--- src/rtl/vms_pkg.sv ---
// Shared types and constants for the vend motor sequencer.
`timescale 1ns / 1ps
package vms_pkg;

  localparam int REG_W   = 10;
  localparam int IDX_W   = 4;
  localparam int ROW_W   = 6;
  localparam int COL_W   = 9;
  localparam int PHASE_W = 2;
  localparam int CFG_IDX_W = 2;

  localparam logic [7:0] LAYER_BASE   = 8'h41;
  localparam logic [7:0] CHANNEL_BASE = 8'h31;

  localparam logic [PHASE_W-1:0] PH_IDLE   = 2'd0;
  localparam logic [PHASE_W-1:0] PH_FIRST  = 2'd1;
  localparam logic [PHASE_W-1:0] PH_LEAVE  = 2'd2;
  localparam logic [PHASE_W-1:0] PH_ARRIVE = 2'd3;

  localparam logic [1:0] ST_OK      = 2'd0;
  localparam logic [1:0] ST_BADCH   = 2'd1;
  localparam logic [1:0] ST_LEAVETO = 2'd2;
  localparam logic [1:0] ST_ARRTO   = 2'd3;

  localparam logic [CFG_IDX_W-1:0] REG_LEAVE_LIMIT  = 2'd0;
  localparam logic [CFG_IDX_W-1:0] REG_ARRIVE_LIMIT = 2'd1;
  localparam logic [CFG_IDX_W-1:0] REG_MIN_DRIVE    = 2'd2;

  localparam logic [REG_W-1:0] LEAVE_LIMIT_RST  = 10'd200;
  localparam logic [REG_W-1:0] ARRIVE_LIMIT_RST = 10'd400;
  localparam logic [REG_W-1:0] MIN_DRIVE_RST    = 10'd150;

  typedef struct packed {
    logic [REG_W-1:0] leave_limit;
    logic [REG_W-1:0] arrive_limit;
    logic [REG_W-1:0] min_drive_ticks;
  } cfg_t;

  typedef struct packed {
    logic [REG_W-1:0] drive_ticks;
    logic [1:0]       status;
    logic             done_res;
    logic             busy_res;
    logic             motor_power;
    logic [COL_W-1:0] col_lines;
    logic [ROW_W-1:0] row_lines;
  } res_t;

endpackage

--- src/rtl/vms_cfg.sv ---
// Configuration register file for the vend motor sequencer.
`timescale 1ns / 1ps
module vms_cfg
  import vms_pkg::*;
(
  input  logic                 clk,
  input  logic                 rst,
  input  logic                 cfg_we,
  input  logic [CFG_IDX_W-1:0] cfg_index,
  input  logic [REG_W-1:0]     cfg_data,
  output cfg_t                 cfg
);

  always_ff @(posedge clk) begin
    if (rst) begin
      cfg.leave_limit     <= LEAVE_LIMIT_RST;
      cfg.arrive_limit    <= ARRIVE_LIMIT_RST;
      cfg.min_drive_ticks <= MIN_DRIVE_RST;
    end else if (cfg_we) begin
      unique case (cfg_index)
        REG_LEAVE_LIMIT:  cfg.leave_limit     <= cfg_data;
        REG_ARRIVE_LIMIT: cfg.arrive_limit    <= cfg_data;
        REG_MIN_DRIVE:    cfg.min_drive_ticks <= cfg_data;
        default: ;
      endcase
    end
  end

endmodule

--- src/rtl/vms_core.sv ---
// Sequencer state and per-beat next-state and result logic.
`timescale 1ns / 1ps
module vms_core
  import vms_pkg::*;
#(
  parameter int ROW_COUNT = 6,
  parameter int COL_COUNT = 9
) (
  input  logic       clk,
  input  logic       rst,
  input  logic       fire,
  input  logic       command,
  input  logic [7:0] layer_char,
  input  logic [7:0] channel_char,
  input  logic       home_sensor,
  input  cfg_t       cfg,
  output res_t       res
);

  logic [PHASE_W-1:0] phase, phase_next;
  logic [IDX_W-1:0]   row_index, row_index_next;
  logic [IDX_W-1:0]   col_index, col_index_next;
  logic [REG_W-1:0]   countdown, countdown_next;
  logic [REG_W-1:0]   arrive_elapsed, arrive_elapsed_next;
  logic               retry_used, retry_used_next;
  logic               direct_path, direct_path_next;

  logic [IDX_W-1:0] r, c;
  logic             leaving, hit, active;
  logic             done;
  logic [1:0]       status;
  logic [REG_W-1:0] ticks;
  logic [15:0]      row_onehot, col_onehot;

  assign r = IDX_W'(layer_char - LAYER_BASE);
  assign c = IDX_W'(channel_char - CHANNEL_BASE);

  always_comb begin
    phase_next          = phase;
    row_index_next      = row_index;
    col_index_next      = col_index;
    countdown_next      = countdown;
    arrive_elapsed_next = arrive_elapsed;
    retry_used_next     = retry_used;
    direct_path_next    = direct_path;
    done    = 1'b0;
    status  = ST_OK;
    ticks   = '0;
    hit     = 1'b0;
    leaving = (phase == PH_LEAVE);
    if (fire) begin
      if (command) begin
        if (phase == PH_IDLE) begin
          if (r >= IDX_W'(ROW_COUNT) || c >= IDX_W'(COL_COUNT)) begin
            done   = 1'b1;
            status = ST_BADCH;
          end else begin
            row_index_next      = r;
            col_index_next      = c;
            retry_used_next     = 1'b0;
            direct_path_next    = 1'b0;
            arrive_elapsed_next = '0;
            countdown_next      = '0;
            phase_next          = PH_FIRST;
          end
        end
      end else begin
        unique case (phase) inside
          PH_FIRST: begin
            if (home_sensor) begin
              direct_path_next = 1'b0;
              phase_next       = PH_LEAVE;
              countdown_next   = cfg.leave_limit;
            end else begin
              direct_path_next    = 1'b1;
              phase_next          = PH_ARRIVE;
              countdown_next      = cfg.arrive_limit;
              arrive_elapsed_next = '0;
            end
          end
          PH_LEAVE, PH_ARRIVE: begin
            if (countdown != '0) begin
              hit = leaving ? !home_sensor : home_sensor;
              if (!hit) begin
                countdown_next = countdown - REG_W'(1);
                if (!leaving) begin
                  arrive_elapsed_next = arrive_elapsed + REG_W'(1);
                end
              end
            end
            if (hit) begin
              if (leaving) begin
                phase_next          = PH_ARRIVE;
                countdown_next      = cfg.arrive_limit;
                arrive_elapsed_next = '0;
              end else if (direct_path && !retry_used &&
                           arrive_elapsed_next <= cfg.min_drive_ticks) begin
                retry_used_next  = 1'b1;
                direct_path_next = 1'b0;
                phase_next       = PH_LEAVE;
                countdown_next   = cfg.leave_limit;
              end else begin
                phase_next = PH_IDLE;
                done       = 1'b1;
                status     = ST_OK;
                ticks      = arrive_elapsed_next;
              end
            end else if (countdown_next == '0) begin
              phase_next = PH_IDLE;
              done       = 1'b1;
              status     = leaving ? ST_LEAVETO : ST_ARRTO;
              ticks      = leaving ? '0 : arrive_elapsed_next;
            end
          end
          default: ;
        endcase
      end
    end
  end

  always_comb begin
    active     = (phase_next != PH_IDLE);
    row_onehot = 16'd1 << row_index_next;
    col_onehot = 16'd1 << col_index_next;
    res.row_lines   = active ? ~row_onehot[ROW_W-1:0] : '1;
    res.col_lines   = active ? col_onehot[COL_W-1:0] : '0;
    res.motor_power = active;
    res.busy_res    = active;
    res.done_res    = done;
    res.status      = status;
    res.drive_ticks = ticks;
  end

  always_ff @(posedge clk) begin
    if (rst) begin
      phase          <= PH_IDLE;
      row_index      <= '0;
      col_index      <= '0;
      countdown      <= '0;
      arrive_elapsed <= '0;
      retry_used     <= 1'b0;
      direct_path    <= 1'b0;
    end else begin
      phase          <= phase_next;
      row_index      <= row_index_next;
      col_index      <= col_index_next;
      countdown      <= countdown_next;
      arrive_elapsed <= arrive_elapsed_next;
      retry_used     <= retry_used_next;
      direct_path    <= direct_path_next;
    end
  end

endmodule

--- src/rtl/vend_motor_sequencer_top.sv ---
// Top level of the vend motor sequencer: input stage, core and result register.
//
//  channel  dir  beat contents
//  s_*      in   tuser: command; tdata: layer_char, channel_char, home_sensor
//  m_*      out  tdata: row_lines .. drive_ticks, one beat per input beat
//  cfg_*    in   write enable, register index, 10-bit data
//
// One beat per cycle sustained while m_tready stays high; an accepted input beat
// passes through the input register, then core logic into the result register.
// rst is synchronous and clears the sequencer to idle with default limits.
// A stalled output holds the result; the input register keeps accepting while
// the result register can drain in the same cycle.
`timescale 1ns / 1ps
module vend_motor_sequencer_top
  import vms_pkg::*;
#(
  parameter int ROW_COUNT = 6,
  parameter int COL_COUNT = 9
) (
  input  logic                 clk,
  input  logic                 rst,
  input  logic                 s_tvalid,
  output logic                 s_tready,
  input  logic [23:0]          s_tdata,  // layer_char, channel_char, home_sensor
  input  logic                 s_tuser,  // command
  output logic                 m_tvalid,
  input  logic                 m_tready,
  // row_lines, col_lines, motor_power, busy_res, done_res, status, drive_ticks
  output logic [31:0]          m_tdata,
  input  logic                 cfg_we,
  input  logic [CFG_IDX_W-1:0] cfg_index,
  input  logic [REG_W-1:0]     cfg_data
);

  logic       in_valid;
  logic       in_cmd;
  logic [7:0] in_layer;
  logic [7:0] in_chan;
  logic       in_home;
  logic       adv, fire;
  cfg_t       cfg;
  res_t       res;

  assign adv      = !m_tvalid || m_tready;
  assign fire     = in_valid && adv;
  assign s_tready = !in_valid || adv;

  vms_cfg u_cfg (
    .clk       (clk),
    .rst       (rst),
    .cfg_we    (cfg_we),
    .cfg_index (cfg_index),
    .cfg_data  (cfg_data),
    .cfg       (cfg)
  );

  vms_core #(
    .ROW_COUNT (ROW_COUNT),
    .COL_COUNT (COL_COUNT)
  ) u_core (
    .clk          (clk),
    .rst          (rst),
    .fire         (fire),
    .command      (in_cmd),
    .layer_char   (in_layer),
    .channel_char (in_chan),
    .home_sensor  (in_home),
    .cfg          (cfg),
    .res          (res)
  );

  always_ff @(posedge clk) begin
    if (rst) begin
      in_valid <= 1'b0;
    end else if (s_tvalid && s_tready) begin
      in_valid <= 1'b1;
    end else if (fire) begin
      in_valid <= 1'b0;
    end
  end

  always_ff @(posedge clk) begin
    if (s_tvalid && s_tready) begin
      in_cmd   <= s_tuser;
      in_layer <= s_tdata[7:0];
      in_chan  <= s_tdata[15:8];
      in_home  <= s_tdata[16];
    end
  end

  always_ff @(posedge clk) begin
    if (rst) begin
      m_tvalid <= 1'b0;
    end else if (fire) begin
      m_tvalid <= 1'b1;
    end else if (m_tready) begin
      m_tvalid <= 1'b0;
    end
  end

  always_ff @(posedge clk) begin
    if (fire) begin
      m_tdata <= {2'b00, res};
    end
  end

endmodule

--- config.mk ---
export PLATFORM = sky130hd
export DESIGN_NAME = vend_motor_sequencer_top
export DESIGN_NICKNAME = d
export VERILOG_FILES = /design/src/rtl/vms_pkg.sv /design/src/rtl/vms_cfg.sv /design/src/rtl/vms_core.sv /design/src/rtl/vend_motor_sequencer_top.sv
export SDC_FILE = /design/constraint.sdc
export NUM_CORES = 1
export LEC_CHECK = 0
export BUFFER_PORTS_ARGS = -buffer_cell sky130_fd_sc_hd__buf_4
export CORE_UTILIZATION = 59
export CTS_CLUSTER_DIAMETER = 200
export DETAILED_ROUTE_END_ITERATION = 7
export GPL_ROUTABILITY_DRIVEN = 0
export PLACE_DENSITY = 0.85
export REMOVE_ABC_BUFFERS = 1
export SYNTH_ARGS = -nofsm -noshare
export SYNTH_HDL_FRONTEND = slang
export SYNTH_HIERARCHICAL = 1
export SYNTH_SLANG_ARGS = --single-unit
--- constraint.sdc ---
create_clock -name clk -period 4.9 [get_ports clk]
set_input_delay 0.98 -clock clk [delete_from_list [all_inputs] [get_ports clk]]
set_output_delay 0.98 -clock clk [all_outputs]
set_load 0.02 [all_outputs]
==> metrics.md, run 1 <==
| Metric | Value |
|---|---|
| Outcome | `complete, no violations` |
| First-pass detailed-route iteration total | `5` |
| Share of the cycle needed by the critical path after routing | `94.4%` |
| Vert. Die Dim | `101 µm` |
| Routed metal-1 wire length | `5500 µm` |
| Clk sink count | `104` |
| Number of global-route vias before repair | `4,473` |
| Floorplan row count | `35` |
| Via total after detailed routing | `4,797` |
| Worst relative slew slack | `22.1%` |
| Synthesized cell area | `5830 µm²` |
| Number of buffers added by the clock tree synthesis step | `9` |
| Initial Utilization | `62.0%` |
| Longest Clk Path Bufs | `2` |
| Worst hold-check path type | `reg2reg` |
| Routed met2 length | `6450 µm` |
| Post-synthesis to final-layout area growth | `11.6%` |
| Count of non-filler cells in the finished layout | `794` |
| Die width | `101 µm` |
| Power per cell area | `254 nW/µm²` |
| Unrepaired setup endpoints after global routing | `no` |
| Worst path top cell family by delay | `compound AO/OA/AOI/OAI gates` |
| Port bufs | `58` |
| Gate Count Post-Synth | `614` |
| Minimum setup slack in the final design | `0.276 ns` |
| Clock tree from TritonCTS | `done` |
| 1st-iter DRT viols | `267` |
| Hold buffer count at CTS | `0` |
| Leakage Power | `2.55 nW` |
| Min cycle time layout | `4.62 ns` |
| End-of-flow core utilization | `69.2%` |
| Tot GR Track Use | `25.8%` |
| Number of failing setup endpoints in the final timing report | `0` |
| Final Instance Area | `6510 µm²` |
| Pin count of the biggest net entering global routing | `81` |
| Global-route wire length before repair | `20,800 µm` |
| Arr. time, crit path | `4.84 ns` |
| Skew-Pair Late Insertion Delay | `0.37 ns` |
| Fin Hold WS | `0.481 ns` |
| Highest metal used | `met4` |
| Data required time at the worst endpoint | `5.12 ns` |
| Count of max-cap constraint violations | `0` |
| Final net count | `719` |
| Floorplan die area | `10,300 µm²` |
| Cell-by-cell listing of the critical path | `inv_1 > ha_1 > nor4b_4 > a311oi_2 > and2_1 > nand4_1 > or2_1 > xor2_1 > inv_1 > ha_1 > and4_1 > a221o_1 > a221o_1 > a211oi_1 > a21oi_1 > a22oi_1 > a211oi_1` |
| Slew at the pin with the worst max-slew slack | `1.16 ns` |
| Slowest-stage cell, CP | `a211oi_1` |
| CTS root buf | `clkbuf_8` |
| Total Power | `1.66 mW` |
| Count of buffers added by post-CTS timing repair for setup | `0` |
| Total I/O pin count | `76` |
| Type of destination of the critical path | `flop` |
| Timing-limited maximum frequency | `0.216 GHz` |
| Fraction of layout cells with a size suffix above 1 | `18.8%` |
| DRT antenna net count | `0` |
| Residual DRC count | `0` |
| Hpwl dp | `9280 µm` |
| Count of yosys warnings during synthesis | `6` |
| Core Region | `9420 µm²` |
| Post-Synthesis Mean Instance Area | `9.50 µm²` |
| Kind of critical path | `reg2reg` |
| Fill count | `716` |
| Clock-pin slew on the worst setup and hold paths | `0.10 ns` |
| Max VDD drop | `0.160 mV` |
| Total Neg Setup Slack | `0 ns` |
| Maximum fanout count along the critical path | `6` |
| Instance area after placement | `6330 µm²` |
| Routed wire length on met3 | `794 µm` |
| Number of diodes | `0` |
| Stage delay of the slowest cell on the critical path | `0.54 ns` |
| Overall overflow remaining after global route | `0` |
| Ratio of routed vias to standard cells | `6.04` |
| Hold Fails Final Rpt | `0` |
| WP buf/inv | `2` |
| Clock Skews | `0.0128 ns` |
| Footprint of the multi-input gates | `3080 µm²` |
| Combined flip-flop and latch cell area | `2480 µm²` |
| Antenna violations before repair | `0` |
| CP startpoint kind | `flop` |
| Number of max-slew violations in the final report | `0` |
| Final wirelength | `13,000 µm` |
| Setup slack at placement | `0.122 ns` |
| H-tree depth reported by CTS | `3` |
| WL per Instance | `16.3 µm` |
| Post-Place Cells | `778` |
## worst reg2reg max path, stage by stage, from the launching register on
cell and delay (ns):
dfxtp_1 0.42, inv_1 0.09, ha_1 0.27, nor4b_4 0.18, a311oi_2 0.32, and2_1 0.22, nand4_1 0.17, or2_1 0.26
xor2_1 0.19, inv_1 0.08, ha_1 0.29, and4_1 0.23, a221o_1 0.33, a221o_1 0.35, a211oi_1 0.54, a21oi_1 0.14
a22oi_1 0.28, a211oi_1 0.11
## cell type report
type	instances	area share, %
clock buffers	10	1.96
clock inverters	6	0.692
inverters	25	1.44
multi-input cells	450	47.3
flip-flops and latches	104	38.1
well taps	129	2.48
repair buffers	70	8.07
## sequential cells by signal (all words and copies together), names as in the netlist, 2 cells and up
register and cells:
in_layer 4, u_core/col_index 4, u_core/countdown 10, u_core/arrive_elapsed 10
u_core/phase 2, u_cfg/cfg 30, m_tdata 30, in_chan 4
u_core/row_index 4
## where the power goes
| group | internal [mW] | switching, mW |
|---|---|---|
| clock network | 0.187 | 0.301 |
| registers | 0.924 | 0.0193 |
| logic | 0.0932 | 0.133 |
## final timing paths
kind                                     from                               end  slack (ns)  cells after the start
max reg2reg  u_core/countdown[1]$_SDFFE_PP0P_  u_core/countdown[8]$_SDFFE_PP0P_        0.28                     17
min                 u_cfg/cfg[6]$_SDFFE_PP0P_         u_cfg/cfg[6]$_SDFFE_PP0P_        0.48                      2
min reg2reg         u_cfg/cfg[6]$_SDFFE_PP0P_         u_cfg/cfg[6]$_SDFFE_PP0P_        0.48                      2
max          u_core/countdown[1]$_SDFFE_PP0P_  u_core/countdown[8]$_SDFFE_PP0P_        0.28                     17
## layer usage
metal	vias up	global-route usage, %
li1	2282	-
met1	2272	32.8
met2	214	44.2
met3	29	3.66
met4	0	10.7
met5	-	0
## timing repair
action,CTS,global route
gates resized for setup,0,3
endpoints found under the hold margin,0,0
endpoints found under the setup margin,0,21
## cell usage in the layout, fill, tap and decap left out, types with 4 or more instances in the layout
master      instances
a211oi_1           12
a21o_1              8
a21oi_1            40
a221oi_1            5
a22oi_1            10
and3_1              4
buf_4              70
clkbuf_8            9
clkinvlp_4          4
dfxtp_1            64
edfxtp_1           40
ha_1               17
inv_1              24
mux2_2             11
mux2i_1            34
nand2_1            28
nand2b_1           36
nand3_1            22
nand3b_1            4
nand4_1             5
nor2_1             71
nor2b_1             6
nor2b_4             9
nor3_1             19
o21a_1              4
o21ai_0            26
xnor2_1             8
xor2_1              7
(Power assumes the default switching activity.)
==> run 2, diff against run 1 <==
- BUFFER_PORTS_ARGS: -buffer_cell sky130_fd_sc_hd__buf_4 -> -buffer_cell sky130_fd_sc_hd__buf_2
==> metrics.md, run 2 (synthesis gave the netlist of run 1 again) <==
| Metric | Value |
|---|---|
| Outcome | `complete, no violations` |
| Largest registers ranked by flip-flop count | `m_tdata x30, u_cfg/cfg x30` |
| CTS root buf | `clkbuf_8` |
| 1st-iter DRT viols | `300 (+12%)` |
| Global-route wire length before repair | `21,000 µm (+0.80%)` |
| Via total after detailed routing | `4,804 (+0.15%)` |
| Minimum setup slack in the final design | `0.264 ns (-0.0115 ns)` |
| Slew at the pin with the worst max-slew slack | `1.11 ns (-0.0514 ns)` |
| Most frequent cells in the layout | `nor2_1 (71), dfxtp_1 (64), buf_2 (58)` |
| Leading cell type in the layout, fill and taps excluded | `nor2_1` |
| Number of global-route vias before repair | `4,451 (-0.49%)` |
| Clock tree from TritonCTS | `done` |
| Hpwl dp | `9400 µm (+1.3%)` |
| Final net count | `720 (+0.14%)` |
| Total Power | `1.67 mW (+0.59%)` |
| Setup slack at placement | `0.109 ns (-0.0123 ns)` |
| Instance area after placement | `6190 µm² (-2.2%)` |
| Ratio of routed vias to standard cells | `6.04 (about the same)` |
| Initial Utilization | `62.0% (unchanged)` |
| Max VDD drop | `0.174 mV (+9.3%)` |
| Total I/O pin count | `76 (unchanged)` |
| Die width | `101 µm (unchanged)` |
| Hold Fails Final Rpt | `0 (unchanged)` |
| Count of non-filler cells in the finished layout | `795 (+0.13%)` |
| Longest Clk Path Bufs | `2 (unchanged)` |
| Overall overflow remaining after global route | `0 (unchanged)` |
| WP buf/inv | `2 (unchanged)` |
| Clock-pin slew on the worst setup and hold paths | `0.10 ns (about the same)` |
| Floorplan row count | `35 (unchanged)` |
| Data required time at the worst endpoint | `5.18 ns (+0.06 ns)` |
| Skew-Pair Late Insertion Delay | `0.38 ns (about the same)` |
| First-pass detailed-route iteration total | `6 (+1)` |
| Core Region | `9420 µm² (unchanged)` |
| R2R depth | `17 (unchanged)` |
| Leakage Power | `2.52 nW (-1.1%)` |
| Total Neg Setup Slack | `0 ns (unchanged)` |
| Fin Hold WS | `0.486 ns (+0.00519 ns)` |
| Residual DRC count | `0 (unchanged)` |
| Floorplan die area | `10,300 µm² (unchanged)` |
| Kind of critical path | `reg2reg` |
| Slowest-stage cell, CP | `a311oi_1` |
| Port bufs | `58 (unchanged)` |
| Type of destination of the critical path | `flop` |
| Worst R2R Setup Slack | `0.26 ns (about the same)` |
| Worst relative slew slack | `25.5% (+3.5 points)` |
| Clock Skews | `0.0196 ns (+0.00683 ns)` |
| Antenna violations before repair | `0 (unchanged)` |
| Number of failing setup endpoints in the final timing report | `0 (unchanged)` |
| Timing-limited maximum frequency | `0.216 GHz (-0.25%)` |
| End-of-flow core utilization | `67.9% (-1.3 points)` |
| Pin count of the biggest net entering global routing | `59 (-27%)` |
| Count of buffers added by post-CTS timing repair for setup | `0 (unchanged)` |
| Count of max-cap constraint violations | `0 (unchanged)` |
| Maximum fanout count along the critical path | `6 (unchanged)` |
| Hold Path Stages | `2 (unchanged)` |
| Number of max-slew violations in the final report | `0 (unchanged)` |
| Share of the cycle needed by the critical path after routing | `94.6% (+0.23 points)` |
| Worst hold-check path type | `reg2reg` |
| Vert. Die Dim | `101 µm (unchanged)` |
| Post-Place Cells | `779 (+0.13%)` |
| Unrepaired setup endpoints after global routing | `no` |
| Final Instance Area | `6390 µm² (-1.9%)` |
| Number of diodes | `0 (unchanged)` |
| Fraction of layout cells with a size suffix above 1 | `19.4% (+0.57 points)` |
| Stage delay of the slowest cell on the critical path | `0.45 ns (-0.09 ns)` |
| DRT antenna net count | `0 (unchanged)` |
| Final wirelength | `13,100 µm (+0.90%)` |
| Power per cell area | `261 nW/µm² (+2.6%)` |
| Cell-by-cell listing of the critical path | `inv_1 > ha_1 > nor4b_4 > a311oi_1 > and2_1 > nand4_1 > or2_1 > xor2_1 > inv_1 > ha_1 > and4_1 > a221o_1 > a221o_1 > a21boi_2 > mux2i_1 > o221ai_1 > a221oi_1` |
| Arr. time, crit path | `4.92 ns (+0.08 ns)` |
| Worst path top cell family by delay | `compound AO/OA/AOI/OAI gates` |
| CP startpoint kind | `flop` |
| Number of buffers added by the clock tree synthesis step | `9 (unchanged)` |
| WL per Instance | `16.5 µm (+0.77%)` |
| Clk sink count | `104 (unchanged)` |
| Tot GR Track Use | `26.3% (+0.50 points)` |
| Min cycle time layout | `4.64 ns (+0.0115 ns)` |
| Cell depth of the worst setup path | `17 (unchanged)` |
| Post-synthesis to final-layout area growth | `9.50%` |
| H-tree depth reported by CTS | `3 (unchanged)` |
[run 2: cell types whose count changed in the layout (fill, tap and decap cells not counted), sizes merged]
cell	delta
clkinv	+2
inv	+2
buf	+1
clkinvlp	-4
[run 2: path summary, 6_finish.rpt]
kind,to,start
max,u_core/countdown[1]$_SDFFE_PP0P_,u_core/countdown[1]$_SDFFE_PP0P_
min,u_cfg/cfg[9]$_SDFFE_PP0P_,u_cfg/cfg[9]$_SDFFE_PP0P_
max reg2reg,u_core/countdown[1]$_SDFFE_PP0P_,u_core/countdown[1]$_SDFFE_PP0P_
min reg2reg,u_cfg/cfg[9]$_SDFFE_PP0P_,u_cfg/cfg[9]$_SDFFE_PP0P_
[run 2: repair_timing]
| item | 4_1_cts | 5_1_grt |
|---|---|---|
| endpoints found under the setup margin | 0 | 16 |
| hold buffers | 0 | 0 |
| gates resized for setup | 0 | 5 |
[run 2: worst register-to-register path, delay by kind of cell, from the launching register on]
| kind | cells | cell delay (ns) |
|---|---|---|
| XOR/XNOR | 1 | 0.22 |
| multiplexers | 1 | 0.24 |
| AO/OA/AOI/OAI | 6 | 1.91 |
| flip-flops | 1 | 0.41 |
| AND/OR/NAND/NOR | 5 | 1.06 |
| adder cells (fa/ha/maj) | 2 | 0.55 |
| buffers and inverters | 2 | 0.16 |
[run 2: routing by layer]
layer	vias to the layer above	GRT usage, %	part of all wire (%)
met2	200	44.7	48
met4	0	12.0	2.8
li1	2288	-	-
met1	2272	33.0	43
met3	44	4.21	6.0
met5	-	0	0
[run 2: area by class of cell]
type	instances	area, µm²
multi-input cells	450	3080
fillers	738	3030
flip-flops and latches	104	2480
repair buffers	71	388
well taps	129	161
clock buffers	10	138
inverters	25	93.8
clock inverters	6	41.3
[run 2: report_power, final]
| part | internal (mW) | switching (mW) | total [mW] |
|---|---|---|---|
| logic | 0.0823 | 0.135 | 0.217 |
| registers | 0.924 | 0.0188 | 0.943 |
| clock network | 0.201 | 0.305 | 0.507 |
| total | 1.21 | 0.459 | 1.67 |
